--- src/hdl/vt_pkg.sv ---
package vt_pkg;

   // Q16.16 word format
   localparam int WORD_BITS    = 32;
   localparam int FRAC_BITS    = 16;
   localparam int LANES        = 4;
   localparam int PROD_BITS    = 2 * WORD_BITS;
   localparam int ACC_BITS     = PROD_BITS + 2;
   localparam int NUM_BITS     = WORD_BITS + FRAC_BITS;
   localparam int DIV_CNT_BITS = $clog2(NUM_BITS);

   // 1.0 in the word format, used as w for points
   localparam logic [WORD_BITS-1:0] ONE_Q = WORD_BITS'(64'd1 << FRAC_BITS);

   typedef enum logic [1:0] {
      REQ_LOAD   = 2'd0,
      REQ_VECTOR = 2'd1,
      REQ_POINT  = 2'd2,
      REQ_UNUSED = 2'd3
   } vt_req_kind_type;

   typedef logic [LANES-1:0][WORD_BITS-1:0] vt_quad_type;

   typedef struct packed {
      logic [1:0]                  req_type;
      logic [1:0]                  row_index;
      logic signed [WORD_BITS-1:0] in_x;
      logic signed [WORD_BITS-1:0] in_y;
      logic signed [WORD_BITS-1:0] in_z;
      logic signed [WORD_BITS-1:0] in_w;
   } vt_req_type;

   typedef struct packed {
      logic signed [WORD_BITS-1:0] out_x;
      logic signed [WORD_BITS-1:0] out_y;
      logic signed [WORD_BITS-1:0] out_z;
      logic signed [WORD_BITS-1:0] out_w;
      logic                        divide_by_zero;
      logic                        overflow;
   } vt_rsp_type;

   // sequencer to multiply-accumulate lanes
   typedef struct packed {
      logic       clear;
      logic       mul_en;
      logic [1:0] col;
      logic       acc_en;
   } vt_lane_ctrl_type;

endpackage

--- src/hdl/vt_mac_lane.sv ---
module vt_mac_lane (
   input  logic                         clock,
   input  logic                         reset,
   input  vt_pkg::vt_lane_ctrl_type     ctrl,
   input  logic                         load_en,
   input  vt_pkg::vt_quad_type          load_row,
   input  vt_pkg::vt_quad_type          vec,
   output logic [vt_pkg::WORD_BITS-1:0] result,
   output logic                         sat
);
   import vt_pkg::*;

   localparam int TOP = FRAC_BITS + WORD_BITS - 1;

   logic [WORD_BITS-1:0]        row_ff [LANES];
   logic signed [PROD_BITS-1:0] prod_ff, prod_in;
   logic signed [ACC_BITS-1:0]  acc_ff, acc_in;
   logic signed [WORD_BITS-1:0] a_sel, b_sel;
   logic [ACC_BITS-1-TOP:0]     upper;
   logic                        in_range;

   // select the column operands and multiply
   always_comb begin
      a_sel   = row_ff[ctrl.col];
      b_sel   = vec[ctrl.col];
      prod_in = a_sel * b_sel;
   end

   // accumulate the exact products
   always_comb begin
      if (ctrl.clear) begin
         acc_in = '0;
      end else if (ctrl.acc_en) begin
         acc_in = acc_ff + ACC_BITS'(prod_ff);
      end else begin
         acc_in = acc_ff;
      end
   end

   // hold the matrix row; a load writes all four elements
   always_ff @(posedge clock) begin
      if (reset) begin
         for (int i = 0; i < LANES; i++) begin
            row_ff[i] <= '0;
         end
      end else if (load_en) begin
         for (int i = 0; i < LANES; i++) begin
            row_ff[i] <= load_row[i];
         end
      end
   end

   always_ff @(posedge clock) begin
      if (ctrl.mul_en) begin
         prod_ff <= prod_in;
      end
      acc_ff <= acc_in;
   end

   // drop the fraction bits and saturate to one word
   always_comb begin
      upper    = acc_ff[ACC_BITS-1:TOP];
      in_range = (&upper) || !(|upper);
      sat      = !in_range;
      if (in_range) begin
         result = acc_ff[TOP:FRAC_BITS];
      end else if (acc_ff[ACC_BITS-1]) begin
         result = {1'b1, {(WORD_BITS-1){1'b0}}};
      end else begin
         result = {1'b0, {(WORD_BITS-1){1'b1}}};
      end
   end

endmodule

--- config.mk ---
export PLATFORM = sky130hd
export DESIGN_NAME = vt_mac_lane
export DESIGN_NICKNAME = d
export VERILOG_FILES = /design/src/hdl/vt_pkg.sv /design/src/hdl/vt_mac_lane.sv
export SDC_FILE = /design/constraint.sdc
export NUM_CORES = 2
export LEC_CHECK = 0
export BUFFER_PORTS_ARGS = -buffer_cell sky130_fd_sc_hd__buf_2
export CORE_MARGIN = 10
export CORE_UTILIZATION = 35
export DETAILED_ROUTE_END_ITERATION = 7
export GPL_TIMING_DRIVEN = 1
export HOLD_SLACK_MARGIN = 0.12
export PLACE_DENSITY = 0.62
export REMOVE_ABC_BUFFERS = 1
export SYNTH_ARGS = -nofsm -noshare
export SYNTH_HDL_FRONTEND = slang
export SYNTH_SLANG_ARGS = --single-unit
--- constraint.sdc ---
create_clock -name clock -period 9.2 [get_ports clock]
set_input_delay 0.92 -clock clock [delete_from_list [all_inputs] [get_ports clock]]
set_output_delay 0.92 -clock clock [all_outputs]
set_load 0.05 [all_outputs]
==> impl_metrics.tcl <==
set metrics [dict create \
    dp.cells 7838 \
    netlist.area_leader.share 0.431 \
    critPathRequiredTime_ns 9.54 \
    io_pins 297 \
    cpPeakStageDelay_ns 0.60 \
    synthMuxAreaShare 0.0378 \
    synth_top_cell_by_area "fa_1" \
    ys_seq_area_frac 0.141 \
    timing.final.max_slew_violations 0 \
    grt_pass1_wl_mm 254 \
    drt-vias-per-instance 4.96 \
    cp.arrival_ns 9.16 \
    numCtsBuffers 31 \
    setup_viol 0 \
    firstDrtPassIters 6 \
    clock_latency_ns 0.61 \
    synthXorXnorAreaFrac 0.0235 \
    synthCells 5346 \
    clkSlewWorstSetupHoldPaths_ns 0.06 \
    grt_pass1_vias 42200 \
    cts_setup_buffers 0 \
    antenna_left 0 \
    reg2reg_depth 26 \
    die_h_um 399 \
    grt_max_degree 129 \
    period_share 0.959 \
    startpoint_type "primary input" \
    die_width_um 399 \
    skew_ns 0.0219 \
    synthAdderAreaFrac 0.493 \
    clk_path_buf_depth 3 \
    grt_usage 0.206 \
    rsz0062_at_grt "false" \
    synth_flop_cell "edfxtp_1" \
    path_max_fanout 19 \
    r2r_slack_ns 0.81 \
    critPathSlowestCell "a2111oi_0" \
    synth_area_um2 50300 \
    overflow 0 \
    antennaDiodeCount 0 \
    drv_cap 0 \
    synth.distinct_cells 78 \
    utilization 0.415 \
    hpwl_mm 141 \
    tritoncts "done" \
    fmax_mhz 113 \
    post_drt_wl_per_cell_um 20.7 \
    layout.nets 7565 \
    synth_area_leaders "fa_1 (43%), edfxtp_1 (11%), inv_1 (7.9%)" \
    drtIter0Drc 2915 \
    fillers 13900 \
    drive_gt1_frac 0.171 \
    hp-class "reg -> reg" \
    antenna_found_initial 1 \
    cts_root_buf "clkbuf_16" \
    worst_slew_pin_slew_ns 1.22 \
    finalHoldViolations 0 \
    min_period_ns 8.82 \
    cts_sinks 258 \
    totalWireLength_mm 163 \
    synth_top_family_by_area "adder cells" \
    crit_type "in -> reg" \
    vias 39100 \
    crit_top_cell "fa_1" \
    synth_compound_area_frac 0.0741 \
    htree_levels 1 \
    status "finished clean" \
    start_util 0.352 \
    slew_headroom 0.189 \
    synthSimpleGateAreaFrac 0.132 \
    critPathBufInv 11 \
    synth-seq-cells 258 \
    core_area_um2 143000 \
    worst-path-stages 35 \
    place_congestion 1.00 \
    die_area_um2 159000 \
    synthArstFlopShare 0 \
    hold_depth 2 \
    synth-edff-count 192 \
    crit_family "adder cells" \
    crit_path_end_kind "register" \
    numPortBuffers 296 \
    yosysWarnings 0 \
    row_count 139 \
    syn-mean-instance-area_um2 9.41 \
    postCtsHoldBufs 0 \
    syn2layout_area_growth_pct 18.2 \
    final-instance-count-excl-fill 7895 \
    drc_errors 0 \
]
logic make-up (layout without fill, tap and decap cells):
group	after synthesis	after routing
xor+xnor	135	135
flops	258	258
mux	172	172
simple gates	1552	1552
compound gates	570	570
fa+ha+maj	1332	1332
buf+inv	1327	1973
worst paths after layout:
path,startpoint,end
max reg2reg,row_ff[0][17],prod_ff[63]
max,ctrl[2],prod_ff[62]
min reg2reg,acc_ff[8],acc_ff[8]
min,acc_ff[8],acc_ff[8]
cell usage after synthesis, types with 5 or more instances:
master and count:
fa_1 1083, inv_1 1059, nor2_1 616, nand2_1 614, ha_1 249, clkbuf_1 242, edfxtp_1 192, and2_1 164
a21oi_1 134, mux2i_1 108, o21ai_0 103, a21o_1 92, xnor2_1 89, dfxtp_1 66, o21a_1 62, mux2_2 55
xor2_1 46, o21ai_1 42, nand4_1 30, nand2b_1 28, o21bai_1 23, a211oi_1 21, nand3_1 21, and3_1 19
nor2b_1 18, a31oi_1 17, nor3_1 16, buf_1 15, o211ai_1 11, buf_2 9, mux4_2 9, a311oi_1 7
nor4_1 7, and4_1 6, a211o_1 5, or3_1 5
state kept, by name (all words and copies together), names as in the netlist:
signal,cells
acc_ff,66
prod_ff,64
row_ff,128
metal layers:
layer / track usage / up-vias / share of wire / wire, µm
li1: - / 17600 / - / -
met1: 0.287 / 19800 / 0.44 / 71300
met2: 0.330 / 1514 / 0.45 / 73100
met3: 0.0408 / 246 / 0.086 / 14000
met4: 0.0446 / 0 / 0.028 / 4620
met5: 0 / - / 0 / 0
metrics by stage:
step	area, µm²	worst slack, ns	TNS [ns]	hold slack [ns]
2_1_floorplan	49300	-0.374	-1.06	0.443
3_3_place_gp	58400	-0.292	-1.89	0.459
3_5_place_dp	58400	-0.283	-1.94	0.483
4_1_cts	59400	0.344	0	0.492
5_1_grt	59500	0.0163	0	0.509
6_report	59500	0.380	0	0.490
cell type report:
cell class              instances  area (µm²)  share of cell area
clock buffers                  43         903              0.0152
well taps                    1903        2380              0.0401
repair buffers                858        6660               0.112
inverters                    1059        3980              0.0669
clock inverters                13         109             0.00183
multi-input cells            3761       38300               0.645
flip-flops and latches        258        7090               0.119
what timing repair did:
item,in CTS,in global routing
resized for setup,0,13
hold endpoints to repair,0,0
endpoints found under the setup margin,0,5
layout by cell type (no fill, tap or decap), types with 107 or more instances in the layout:
cell type and instances:
buf_2 293, fa_1 1082, ha_1 249, nor2_1 615
and2_1 164, buf_4 487, a21oi_1 134, mux2i_1 107
edfxtp_1 192, nand2_1 613, inv_1 1058
tightest hold or removal path, cell delays in order, from the launching register on:
cell      delay [ns]
dfxtp_1         0.31
nor2_1          0.08
a211oi_1        0.05
Power is left out: the tool's default activity adds up to more than one toggle a clock period on the data nets, which glitch-free logic cannot reach.
