### config.mk
export PLATFORM = sky130hd
export DESIGN_NAME = vt_div_lane
export DESIGN_NICKNAME = d
export VERILOG_FILES = /design/src/hdl/vt_pkg.sv /design/src/hdl/vt_div_lane.sv
export SDC_FILE = /design/constraint.sdc
export NUM_CORES = 1
export LEC_CHECK = 0
export ABC_AREA = 1
export BUFFER_PORTS_ARGS = -buffer_cell sky130_fd_sc_hd__buf_2
export CAP_MARGIN = 15
export CELL_PAD_IN_SITES_DETAIL_PLACEMENT = 2
export CELL_PAD_IN_SITES_GLOBAL_PLACEMENT = 2
export CORE_MARGIN = 4
export CORE_UTILIZATION = 36
export DETAILED_ROUTE_END_ITERATION = 8
export GPL_TIMING_DRIVEN = 0
export MAX_ROUTING_LAYER = met4
export PLACE_DENSITY = 0.95
export SLEW_MARGIN = 20
export SYNTH_ARGS = -nofsm -noshare
export SYNTH_HDL_FRONTEND = slang
export SYNTH_SLANG_ARGS = --single-unit
### constraint.sdc
create_clock -name clock -period 3.5 [get_ports clock]
set_input_delay 0.175 -clock clock [delete_from_list [all_inputs] [get_ports clock]]
set_output_delay 0.175 -clock clock [all_outputs]
set_load 0.03 [all_outputs]
### src/hdl/vt_pkg.sv
package vt_pkg;

   // Q16.16 word format
   localparam int WORD_BITS    = 32;
   localparam int FRAC_BITS    = 16;
   localparam int LANES        = 4;
   localparam int PROD_BITS    = 2 * WORD_BITS;
   localparam int ACC_BITS     = PROD_BITS + 2;
   localparam int NUM_BITS     = WORD_BITS + FRAC_BITS;
   localparam int DIV_CNT_BITS = $clog2(NUM_BITS);

   // 1.0 in the word format, used as w for points
   localparam logic [WORD_BITS-1:0] ONE_Q = WORD_BITS'(64'd1 << FRAC_BITS);

   typedef enum logic [1:0] {
      REQ_LOAD   = 2'd0,
      REQ_VECTOR = 2'd1,
      REQ_POINT  = 2'd2,
      REQ_UNUSED = 2'd3
   } vt_req_kind_type;

   typedef logic [LANES-1:0][WORD_BITS-1:0] vt_quad_type;

   typedef struct packed {
      logic [1:0]                  req_type;
      logic [1:0]                  row_index;
      logic signed [WORD_BITS-1:0] in_x;
      logic signed [WORD_BITS-1:0] in_y;
      logic signed [WORD_BITS-1:0] in_z;
      logic signed [WORD_BITS-1:0] in_w;
   } vt_req_type;

   typedef struct packed {
      logic signed [WORD_BITS-1:0] out_x;
      logic signed [WORD_BITS-1:0] out_y;
      logic signed [WORD_BITS-1:0] out_z;
      logic signed [WORD_BITS-1:0] out_w;
      logic                        divide_by_zero;
      logic                        overflow;
   } vt_rsp_type;

   // sequencer to multiply-accumulate lanes
   typedef struct packed {
      logic       clear;
      logic       mul_en;
      logic [1:0] col;
      logic       acc_en;
   } vt_lane_ctrl_type;

endpackage

### src/hdl/vt_div_lane.sv
module vt_div_lane (
   input  logic                         clock,
   input  logic                         reset,
   input  logic                         start,
   input  logic [vt_pkg::WORD_BITS-1:0] dividend,
   input  logic [vt_pkg::WORD_BITS-1:0] divisor,
   output logic                         done,
   output logic [vt_pkg::WORD_BITS-1:0] quotient,
   output logic                         sat
);
   import vt_pkg::*;

   localparam logic [DIV_CNT_BITS-1:0] LAST_STEP = DIV_CNT_BITS'(NUM_BITS - 1);

   logic                    run_ff, run_in;
   logic                    done_ff, done_in;
   logic [DIV_CNT_BITS-1:0] cnt_ff, cnt_in;
   logic                    neg_ff, neg_in;
   logic [NUM_BITS-1:0]     num_ff, num_in;
   logic [WORD_BITS-1:0]    rem_ff, rem_in;
   logic [WORD_BITS-1:0]    den_ff, den_in;
   logic [WORD_BITS-1:0]    mag_c, mag_w;
   logic [WORD_BITS:0]      trial;
   logic                    qbit;

   always_comb begin
      mag_c = dividend[WORD_BITS-1] ? (~dividend + 1'b1) : dividend;
      mag_w = divisor[WORD_BITS-1] ? (~divisor + 1'b1) : divisor;
      trial = {rem_ff, num_ff[NUM_BITS-1]};
      qbit  = (trial >= {1'b0, den_ff});
   end

   // restoring division, one quotient bit per cycle
   always_comb begin
      run_in  = run_ff;
      done_in = done_ff;
      cnt_in  = cnt_ff;
      neg_in  = neg_ff;
      num_in  = num_ff;
      rem_in  = rem_ff;
      den_in  = den_ff;
      if (start) begin
         run_in  = 1'b1;
         done_in = 1'b0;
         cnt_in  = '0;
         neg_in  = dividend[WORD_BITS-1] ^ divisor[WORD_BITS-1];
         num_in  = {mag_c, {FRAC_BITS{1'b0}}};
         rem_in  = '0;
         den_in  = mag_w;
      end else if (run_ff) begin
         num_in = {num_ff[NUM_BITS-2:0], qbit};
         rem_in = qbit ? WORD_BITS'(trial - {1'b0, den_ff}) : trial[WORD_BITS-1:0];
         cnt_in = cnt_ff + 1'b1;
         if (cnt_ff == LAST_STEP) begin
            run_in  = 1'b0;
            done_in = 1'b1;
         end
      end
   end

   always_ff @(posedge clock) begin
      if (reset) begin
         run_ff  <= 1'b0;
         done_ff <= 1'b0;
      end else begin
         run_ff  <= run_in;
         done_ff <= done_in;
      end
      cnt_ff <= cnt_in;
      neg_ff <= neg_in;
      num_ff <= num_in;
      rem_ff <= rem_in;
      den_ff <= den_in;
   end

   // apply the sign and saturate the quotient
   always_comb begin
      done = done_ff;
      if (neg_ff) begin
         sat = (|num_ff[NUM_BITS-1:WORD_BITS])
            || (num_ff[WORD_BITS-1] && (|num_ff[WORD_BITS-2:0]));
         quotient = sat ? {1'b1, {(WORD_BITS-1){1'b0}}}
                        : (~num_ff[WORD_BITS-1:0] + 1'b1);
      end else begin
         sat = |num_ff[NUM_BITS-1:WORD_BITS-1];
         quotient = sat ? {1'b0, {(WORD_BITS-1){1'b1}}} : num_ff[WORD_BITS-1:0];
      end
   end

endmodule

==> results.sh, run 1 <==
export IMPL_clock_sink_count=121
export IMPL_fp_dieH_um=176
export IMPL_routabilityCongestion=0.973
export IMPL_synthTopCellsByCount="nand2_1 (452), inv_1 (263), nand3_1 (145)"
export IMPL_cp_endpoint="quotient[3]"
export IMPL_area_growth_pct=16.0
export IMPL_setup_viol=0
export IMPL_grt_pass1_wl_mm=93.3
export IMPL_reg2reg_slack_ns=0.51
export IMPL_die_area_um2=31000
export IMPL_yosys_area_share_simple=0.362
export IMPL_cp_top_family="simple AND/OR/NAND/NOR gates"
export IMPL_ys_seq_area_frac=0.302
export IMPL_place_inst=2065
export IMPL_totalWireLength_mm=62.2
export IMPL_hold_viol_final=0
export IMPL_syn_avg_cell_area_um2=6.41
export IMPL_synth_xor_area_frac=0.0560
export IMPL_finalSetupTns_ns=0
export IMPL_drive_above_1_share=0.119
export IMPL_fin_ws_ns=0.0710
export IMPL_fmax_ghz=0.292
export IMPL_grt_total_usage=0.409
export IMPL_post_cts_setup_buffers=0
export IMPL_stdcell_area_um2=11800
export IMPL_synth_compound_area_frac=0.106
export IMPL_synth_top_family_by_area="simple AND/OR/NAND/NOR gates"
export IMPL_p_total_mw=4.69
export IMPL_instances_no_fill=2106
export IMPL_final_max_slew_viol_count=0
export IMPL_reg2reg_depth=15
export IMPL_rows=61
export IMPL_power_density_nw_per_um2=397
export IMPL_crit_path_start_kind="flip-flop"
export IMPL_grt_overflow=0
export IMPL_final_nets=1812
export IMPL_yosys_warnings=0
export IMPL_crit_buf_inv=2
export IMPL_synth_most_common_cell="nand2_1"
export IMPL_portBuffers=99
export IMPL_tightest_slew_ns=1.13
export IMPL_grt_setup_unrepaired="no"
export IMPL_synthArstFlopShare=0
export IMPL_critPathLaunch="num_ff[36]$_DFFE_PP_"
export IMPL_pre_cts_slack_ns=0.658
export IMPL_ios=101
export IMPL_grt_pass1_vias=14412
export IMPL_min_period_ns=3.43
export IMPL_post_dp_hpwl_mm=39.2
export IMPL_synth_cells=1587
export IMPL_ir_worst_vdd_uv=353
export IMPL_drt_wirelength_per_cell_um=29.5
export IMPL_vias=13019
export IMPL_post_route_period_util=0.980
export IMPL_placed_area_um2=11200
export IMPL_slowest_delay_ns=0.61
export IMPL_synth_area_mux_share=0
export IMPL_finClkSkew_ns=0.0221
export IMPL_p_leak_nw=5.88
export IMPL_cts_clk_slew_worst_paths_ns=0.08
export IMPL_via_per_inst=6.18
export IMPL_maxSlewHeadroom=0.248
export IMPL_grt_max_degree=39
export IMPL_synth_edf_count=65
export IMPL_clk_latency_ns=0.47
export IMPL_synth_ff_type="edfxtp_1"
export IMPL_worstPathArrival_ns=3.25
export IMPL_synth_seq_cells=121
export IMPL_cp_required_ns=3.32
export IMPL_clockRootBuffer="clkbuf_16"
export IMPL_syn_num_nets=1691
export IMPL_synth_area_top_cells="edfxtp_1 (19%), nand2_1 (17%), dfxtp_1 (11%)"
export IMPL_critPathKind="flip-flop to primary output"
export IMPL_drt_drc_violations_left=0
export IMPL_worstReg2RegEnd="rem_ff[13]$_SDFFE_PP0P_"
export IMPL_cp_cell_sequence="nor4_1 -> nand2_1 -> nor2_2 -> nand2_1 -> clkbuf_1 -> o21ai_0 -> o21ai_0 -> buf_2"
export IMPL_core_um2=27900
export IMPL_clock_path_buffers=2
export IMPL_critical_path_max_fanout=10
export IMPL_cap_violations=0
export IMPL_first_pass_iters=5
export IMPL_yosys_area_top_type="edfxtp_1"
export IMPL_die_x_um=176
export IMPL_htree_levels=4
export IMPL_nFillCells=3341
export IMPL_hold_path_class="input port to flip-flop"
export IMPL_synthDistinctLibCells=46
export IMPL_whs_ns=0.0674
export IMPL_final_util=0.423
export IMPL_endpoint_kind="primary output"
export IMPL_crit_path_top_delay_cell="nor4_1"
export IMPL_cts_tree="built"
export IMPL_antenna_found_initial=7
export IMPL_drt_iter0_markers=1357
export IMPL_ant_nets=0
export IMPL_yosysTopAreaCellShare=0.192
export IMPL_status="completed"
export IMPL_netlist_area_um2=10200
export IMPL_cp_depth=8
export IMPL_cts_buffers=17
export IMPL_rr_startpoint="den_ff[3]$_DFFE_PP_"
export IMPL_synthAdderAreaFrac=0.0462
export IMPL_initial_core_util=0.365
layout make-up:
cell class | count | area, um2 | area share
Multi-Input combinational cell | 1143 | 5810 | 0.492
Timing Repair Buffer | 102 | 536 | 0.0454
Inverter | 281 | 1070 | 0.0908
Tap cell | 378 | 473 | 0.0401
Clock inverter | 15 | 166 | 0.0141
Buffer | 42 | 230 | 0.0195
Antenna cell | 7 | 17.5 | 0.00148
Clock buffer | 17 | 425 | 0.0361
Sequential cell | 121 | 3070 | 0.260
worst min path at each step:
stage	startpoint	endpoint	slack, ns	cells past startpoint
finish	divisor[29]	den_ff[29]$_DFFE_PP_	0.07	3
global route	divisor[28]	den_ff[28]$_DFFE_PP_	0.08	2
CTS	divisor[29]	den_ff[29]$_DFFE_PP_	0.05	3
detailed placement	divisor[0]	den_ff[0]$_DFFE_PP_	0.38	1
global placement	reset	done$_SDFFE_PP0P_	0.36	2
floorplan	reset	done$_SDFFE_PP0P_	0.25	1
tightest hold or removal path, cell delays in order:
cell	delay, ns
buf_2	0.09
nand3_1	0.07
nand2_1	0.08
layer usage:
layer / part of all wire / global-route usage / vias up
li1: - / - / 5337
met1: 0.37 / 0.456 / 6546
met2: 0.49 / 0.699 / 836
met3: 0.073 / 0.0754 / 300
met4: 0.062 / 0.215 / 0
met5: 0 / - / -
cell families after synthesis:
logic type | count (synthesis)
XOR/XNOR | 65
flip-flops | 121
buffers and inverters | 323
adder cells (fa/ha/maj) | 37
AND/OR/NAND/NOR | 838
AO/OA/AOI/OAI | 203
placed cells by master (no fill, tap or decap), types with 17 or more instances in the layout:
cell type	Yosys	routed
a21oi_1	44	44
buf_2	5	104
clkbuf_1	21	20
clkbuf_16	0	17
dfxtp_1	56	56
edfxtp_1	65	65
ha_1	36	35
inv_1	263	263
nand2_1	452	452
nand3_1	145	145
nand4_1	27	27
nor2_1	126	125
nor3_1	27	27
o21ai_0	94	94
o21ai_1	33	33
o22ai_1	20	20
xor2_1	50	50
power breakdown:
| group | total [mW] | leakage [nW] | internal [mW] | switching, mW |
|---|---|---|---|---|
| registers | 1.68 | 1.11 | 1.60 | 0.0811 |
| logic | 1.01 | 4.49 | 0.251 | 0.758 |
| clock network | 2.00 | 0.276 | 1.07 | 0.935 |
state kept, by name (all words and copies together), names as in the netlist:
signal	flops
den_ff	32
done	1
rem_ff	32
cnt_ff	6
run_ff	1
neg_ff	1
num_ff	48
timing repair:
item                                    in CTS  in global routing
resized for setup                            0                  2
hold buffers                                 2                  0
endpoints found under the setup margin       0                  6
endpoints found under the hold margin        2                  0
Note: power is estimated with default switching activity, not from simulation.
==> run 2, diff against run 1 <==
- ABC_AREA: 1 -> 0
- CAP_MARGIN: 15 -> 20
- CORE_UTILIZATION: 36 -> 39
- PLACE_DENSITY: 0.95 -> 0.94
- RECOVER_POWER: not set -> 25
==> results.sh, run 2 <==
export IMPL_synth_top_family_by_area="compound AO/OA/AOI/OAI gates"
export IMPL_final_nets=1324
export IMPL_status="finished with violations"
export IMPL_seq_power_share=0.319
export IMPL_largest_registers="num_ff (48), den_ff (32), rem_ff (32)"
export IMPL_maxSlewHeadroom=0.287
export IMPL_instances_no_fill=1517
export IMPL_rows=54
export IMPL_violations="negative setup slack"
export IMPL_final_util=0.527
export IMPL_first_pass_iters=6
export IMPL_fmax_ghz=0.251
export IMPL_reg2reg_slack_ns=-0.26
export IMPL_layout_commonest_cell="nand2_1"
export IMPL_hold_path_class="input port to flip-flop"
export IMPL_synth_cells=1057
export IMPL_yosys_area_share_simple=0.203
export IMPL_swShare=0.412
export IMPL_min_period_ns=3.98
export IMPL_cts_tree="built"
export IMPL_hp_start="divisor[12]"
export IMPL_grt_total_usage=0.409
export IMPL_fp_dieH_um=158
export IMPL_cp_cell_sequence="inv_1 -> ha_2 -> nor3b_4 -> nand2b_4 -> nor4b_4 -> nand3_2 -> o31ai_4 -> nand2b_4 -> or2_4 -> buf_6 -> or3b_4 -> nand3_2 -> buf_6"
export IMPL_tightest_slew_ns=1.07
export IMPL_crit_path_top_delay_cell="or3b_4"
export IMPL_setup_viol=50
export IMPL_place_inst=1437
export IMPL_synthAdderAreaFrac=0.0533
export IMPL_portBuffers=100
export IMPL_ir_worst_vdd_uv=316
export IMPL_post_dp_hpwl_mm=29.2
export IMPL_area_growth_pct=31.5
export IMPL_ios=101
export IMPL_hold_viol_final=0
export IMPL_die_area_um2=25100
export IMPL_clockRootBuffer="clkbuf_16"
export IMPL_comb_power_share=0.320
export IMPL_core_um2=22000
export IMPL_synth_area_top_cells="edfxtp_1 (22%), dfxtp_1 (13%), xnor2_1 (6.1%)"
export IMPL_netlist_area_um2=8820
export IMPL_cp_required_ns=3.32
export IMPL_synthArstFlopShare=0
export IMPL_ys_seq_area_frac=0.348
export IMPL_p_clk_frac=0.362
export IMPL_clock_path_buffers=2
export IMPL_die_x_um=158
export IMPL_crit_path_start_kind="flip-flop"
export IMPL_initial_core_util=0.401
export IMPL_endpoint_kind="primary output"
export IMPL_syn_avg_cell_area_um2=8.35
export IMPL_vias=11054
export IMPL_yosys_area_top_type="edfxtp_1"
export IMPL_drt_drc_violations_left=0
export IMPL_grt_pass1_wl_mm=74.7
export IMPL_syn_num_nets=1161
export IMPL_drt_wirelength_per_cell_um=39.2
export IMPL_hold_depth=2
export IMPL_finClkSkew_ns=0.0193
export IMPL_totalWireLength_mm=59.5
export IMPL_cp_top_family="simple AND/OR/NAND/NOR gates"
export IMPL_antenna_found_initial=3
export IMPL_p_leak_nw=4.58
export IMPL_final_max_slew_viol_count=0
export IMPL_grt_pass1_vias=11260
export IMPL_synth_area_mux_share=0.0357
export IMPL_ant_nets=0
export IMPL_switchingPower_mw=2.32
export IMPL_cap_violations=0
export IMPL_synth_seq_cells=121
export IMPL_power_density_nw_per_um2=485
export IMPL_min_to="den_ff[12]$_DFFE_PP_"
export IMPL_post_route_period_util=1.14
export IMPL_synth_edf_count=65
export IMPL_synth_most_common_cell="nand2_1"
export IMPL_worstPathArrival_ns=3.81
export IMPL_grt_max_degree=35
export IMPL_drt_iter0_markers=1531
export IMPL_yosysTopAreaCellShare=0.221
export IMPL_final_cell_mix="nand2_1 (118), nor2_1 (97), o21ai_0 (82), buf_2 (74), edfxtp_1 (65)"
export IMPL_grt_setup_unrepaired="yes"
export IMPL_critPathKind="flip-flop to primary output"
export IMPL_routabilityCongestion=0.871
export IMPL_worstReg2RegEnd="rem_ff[27]$_SDFFE_PP0P_"
export IMPL_intPower_mw=3.31
export IMPL_largest_reg_flops=48
export IMPL_placed_area_um2=9670
export IMPL_grt_overflow=0
export IMPL_synthDistinctLibCells=72
export IMPL_reg2reg_depth=13
export IMPL_synth_compound_area_frac=0.219
export IMPL_synthTopCellsByCount="nand2_1 (120), nor2_1 (102), o21ai_0 (91)"
export IMPL_clock_sink_count=121
export IMPL_cts_buffers=17
export IMPL_synth_ff_type="edfxtp_1"
export IMPL_rr_startpoint="den_ff[1]$_DFFE_PP_"
export IMPL_stdcell_area_um2=11600
export IMPL_crit_buf_inv=3
export IMPL_via_per_inst=7.29
export IMPL_slowest_delay_ns=0.41
export IMPL_cts_clk_slew_worst_paths_ns=0.07
export IMPL_critical_path_max_fanout=6
export IMPL_clk_latency_ns=0.46
export IMPL_drive_above_1_share=0.251
export IMPL_yosys_warnings=0
export IMPL_htree_levels=4
export IMPL_regMostFlops="num_ff"
export IMPL_finalSetupTns_ns=-11.74
export IMPL_fin_ws_ns=-0.481
export IMPL_synth_xor_area_frac=0.0903
[run 2: power by group through the flow]
stage / Clock, mW / Sequential [mW] / Combinational (mW)
final: 2.03 / 1.79 / 1.80
after global routing: 2.04 / 1.78 / 1.83
after CTS: 1.95 / 1.76 / 1.47
after detailed placement: 0 / 1.77 / 1.25
after global placement: 0 / 1.75 / 1.13
after floorplan: 0 / 1.71 / 0.819
[run 2: how the worst max path moves through the flow]
stage | start | end | slack (ns) | depth (start not counted)
after floorplan | num_ff[6]$_SDFFE_PP0P_ | quotient[10] | -0.20 | 10
after global placement | den_ff[1]$_DFFE_PP_ | rem_ff[21]$_SDFFE_PP0P_ | -0.62 | 12
after detailed placement | den_ff[16]$_DFFE_PP_ | rem_ff[22]$_SDFFE_PP0P_ | -1.00 | 13
after CTS | num_ff[6]$_SDFFE_PP0P_ | quotient[20] | -0.24 | 11
after global routing | num_ff[0]$_SDFFE_PP0P_ | quotient[12] | -0.51 | 13
final | num_ff[0]$_SDFFE_PP0P_ | quotient[12] | -0.48 | 13
[run 2: per-stage QoR]
step	hold WS [ns]	setup slack, ns	total power, mW
3_5_place_dp	0.363	-1.00	3.02
4_1_cts	0.0455	-0.236	5.17
5_1_grt	0.0681	-0.511	5.65
3_3_place_gp	0.355	-0.624	2.88
2_1_floorplan	0.247	-0.204	2.53
6_report	0.0486	-0.481	5.62
[run 2: layer usage]
layer / up-vias / wire [um] / global-route usage
li1: 4190 / - / -
met1: 5384 / 20300 / 0.447
met2: 1006 / 28000 / 0.693
met3: 474 / 5310 / 0.0935
met4: 0 / 5950 / 0.219
met5: - / 0 / -
[run 2: what timing repair did]
action | 4_1_cts | 5_1_grt
hold endpoints to repair | 3 | 0
gates cloned | 1 | 1
pin swaps | 16 | 22
hold buffers | 2 | 0
setup endpoints to repair | 65 | 67
gates resized for setup | 140 | 82
buffers inserted | 16 | 37
[run 2: logic make-up (layout without fill, tap and decap cells)]
family                     after synthesis  after routing
buffers and inverters                  116            292
AOI/OAI and AO/OA                      296            296
adders and majority gates               37             37
muxes                                   31             31
and+or+nand+nor                        365            365
DFF                                    121            121
other                                    0              4
xor gates and xnor gates                91             91
[run 2: cell type report]
class | count | area, um2
inverter | 53 | 199
clock buffer | 17 | 425
timing repair buffer | 156 | 1090
tap | 280 | 350
fill | 2264 | 10400
buffer | 51 | 249
clock inverter | 15 | 179
antenna | 4 | 10.0
multi-input combinational | 820 | 6010
sequential | 121 | 3090
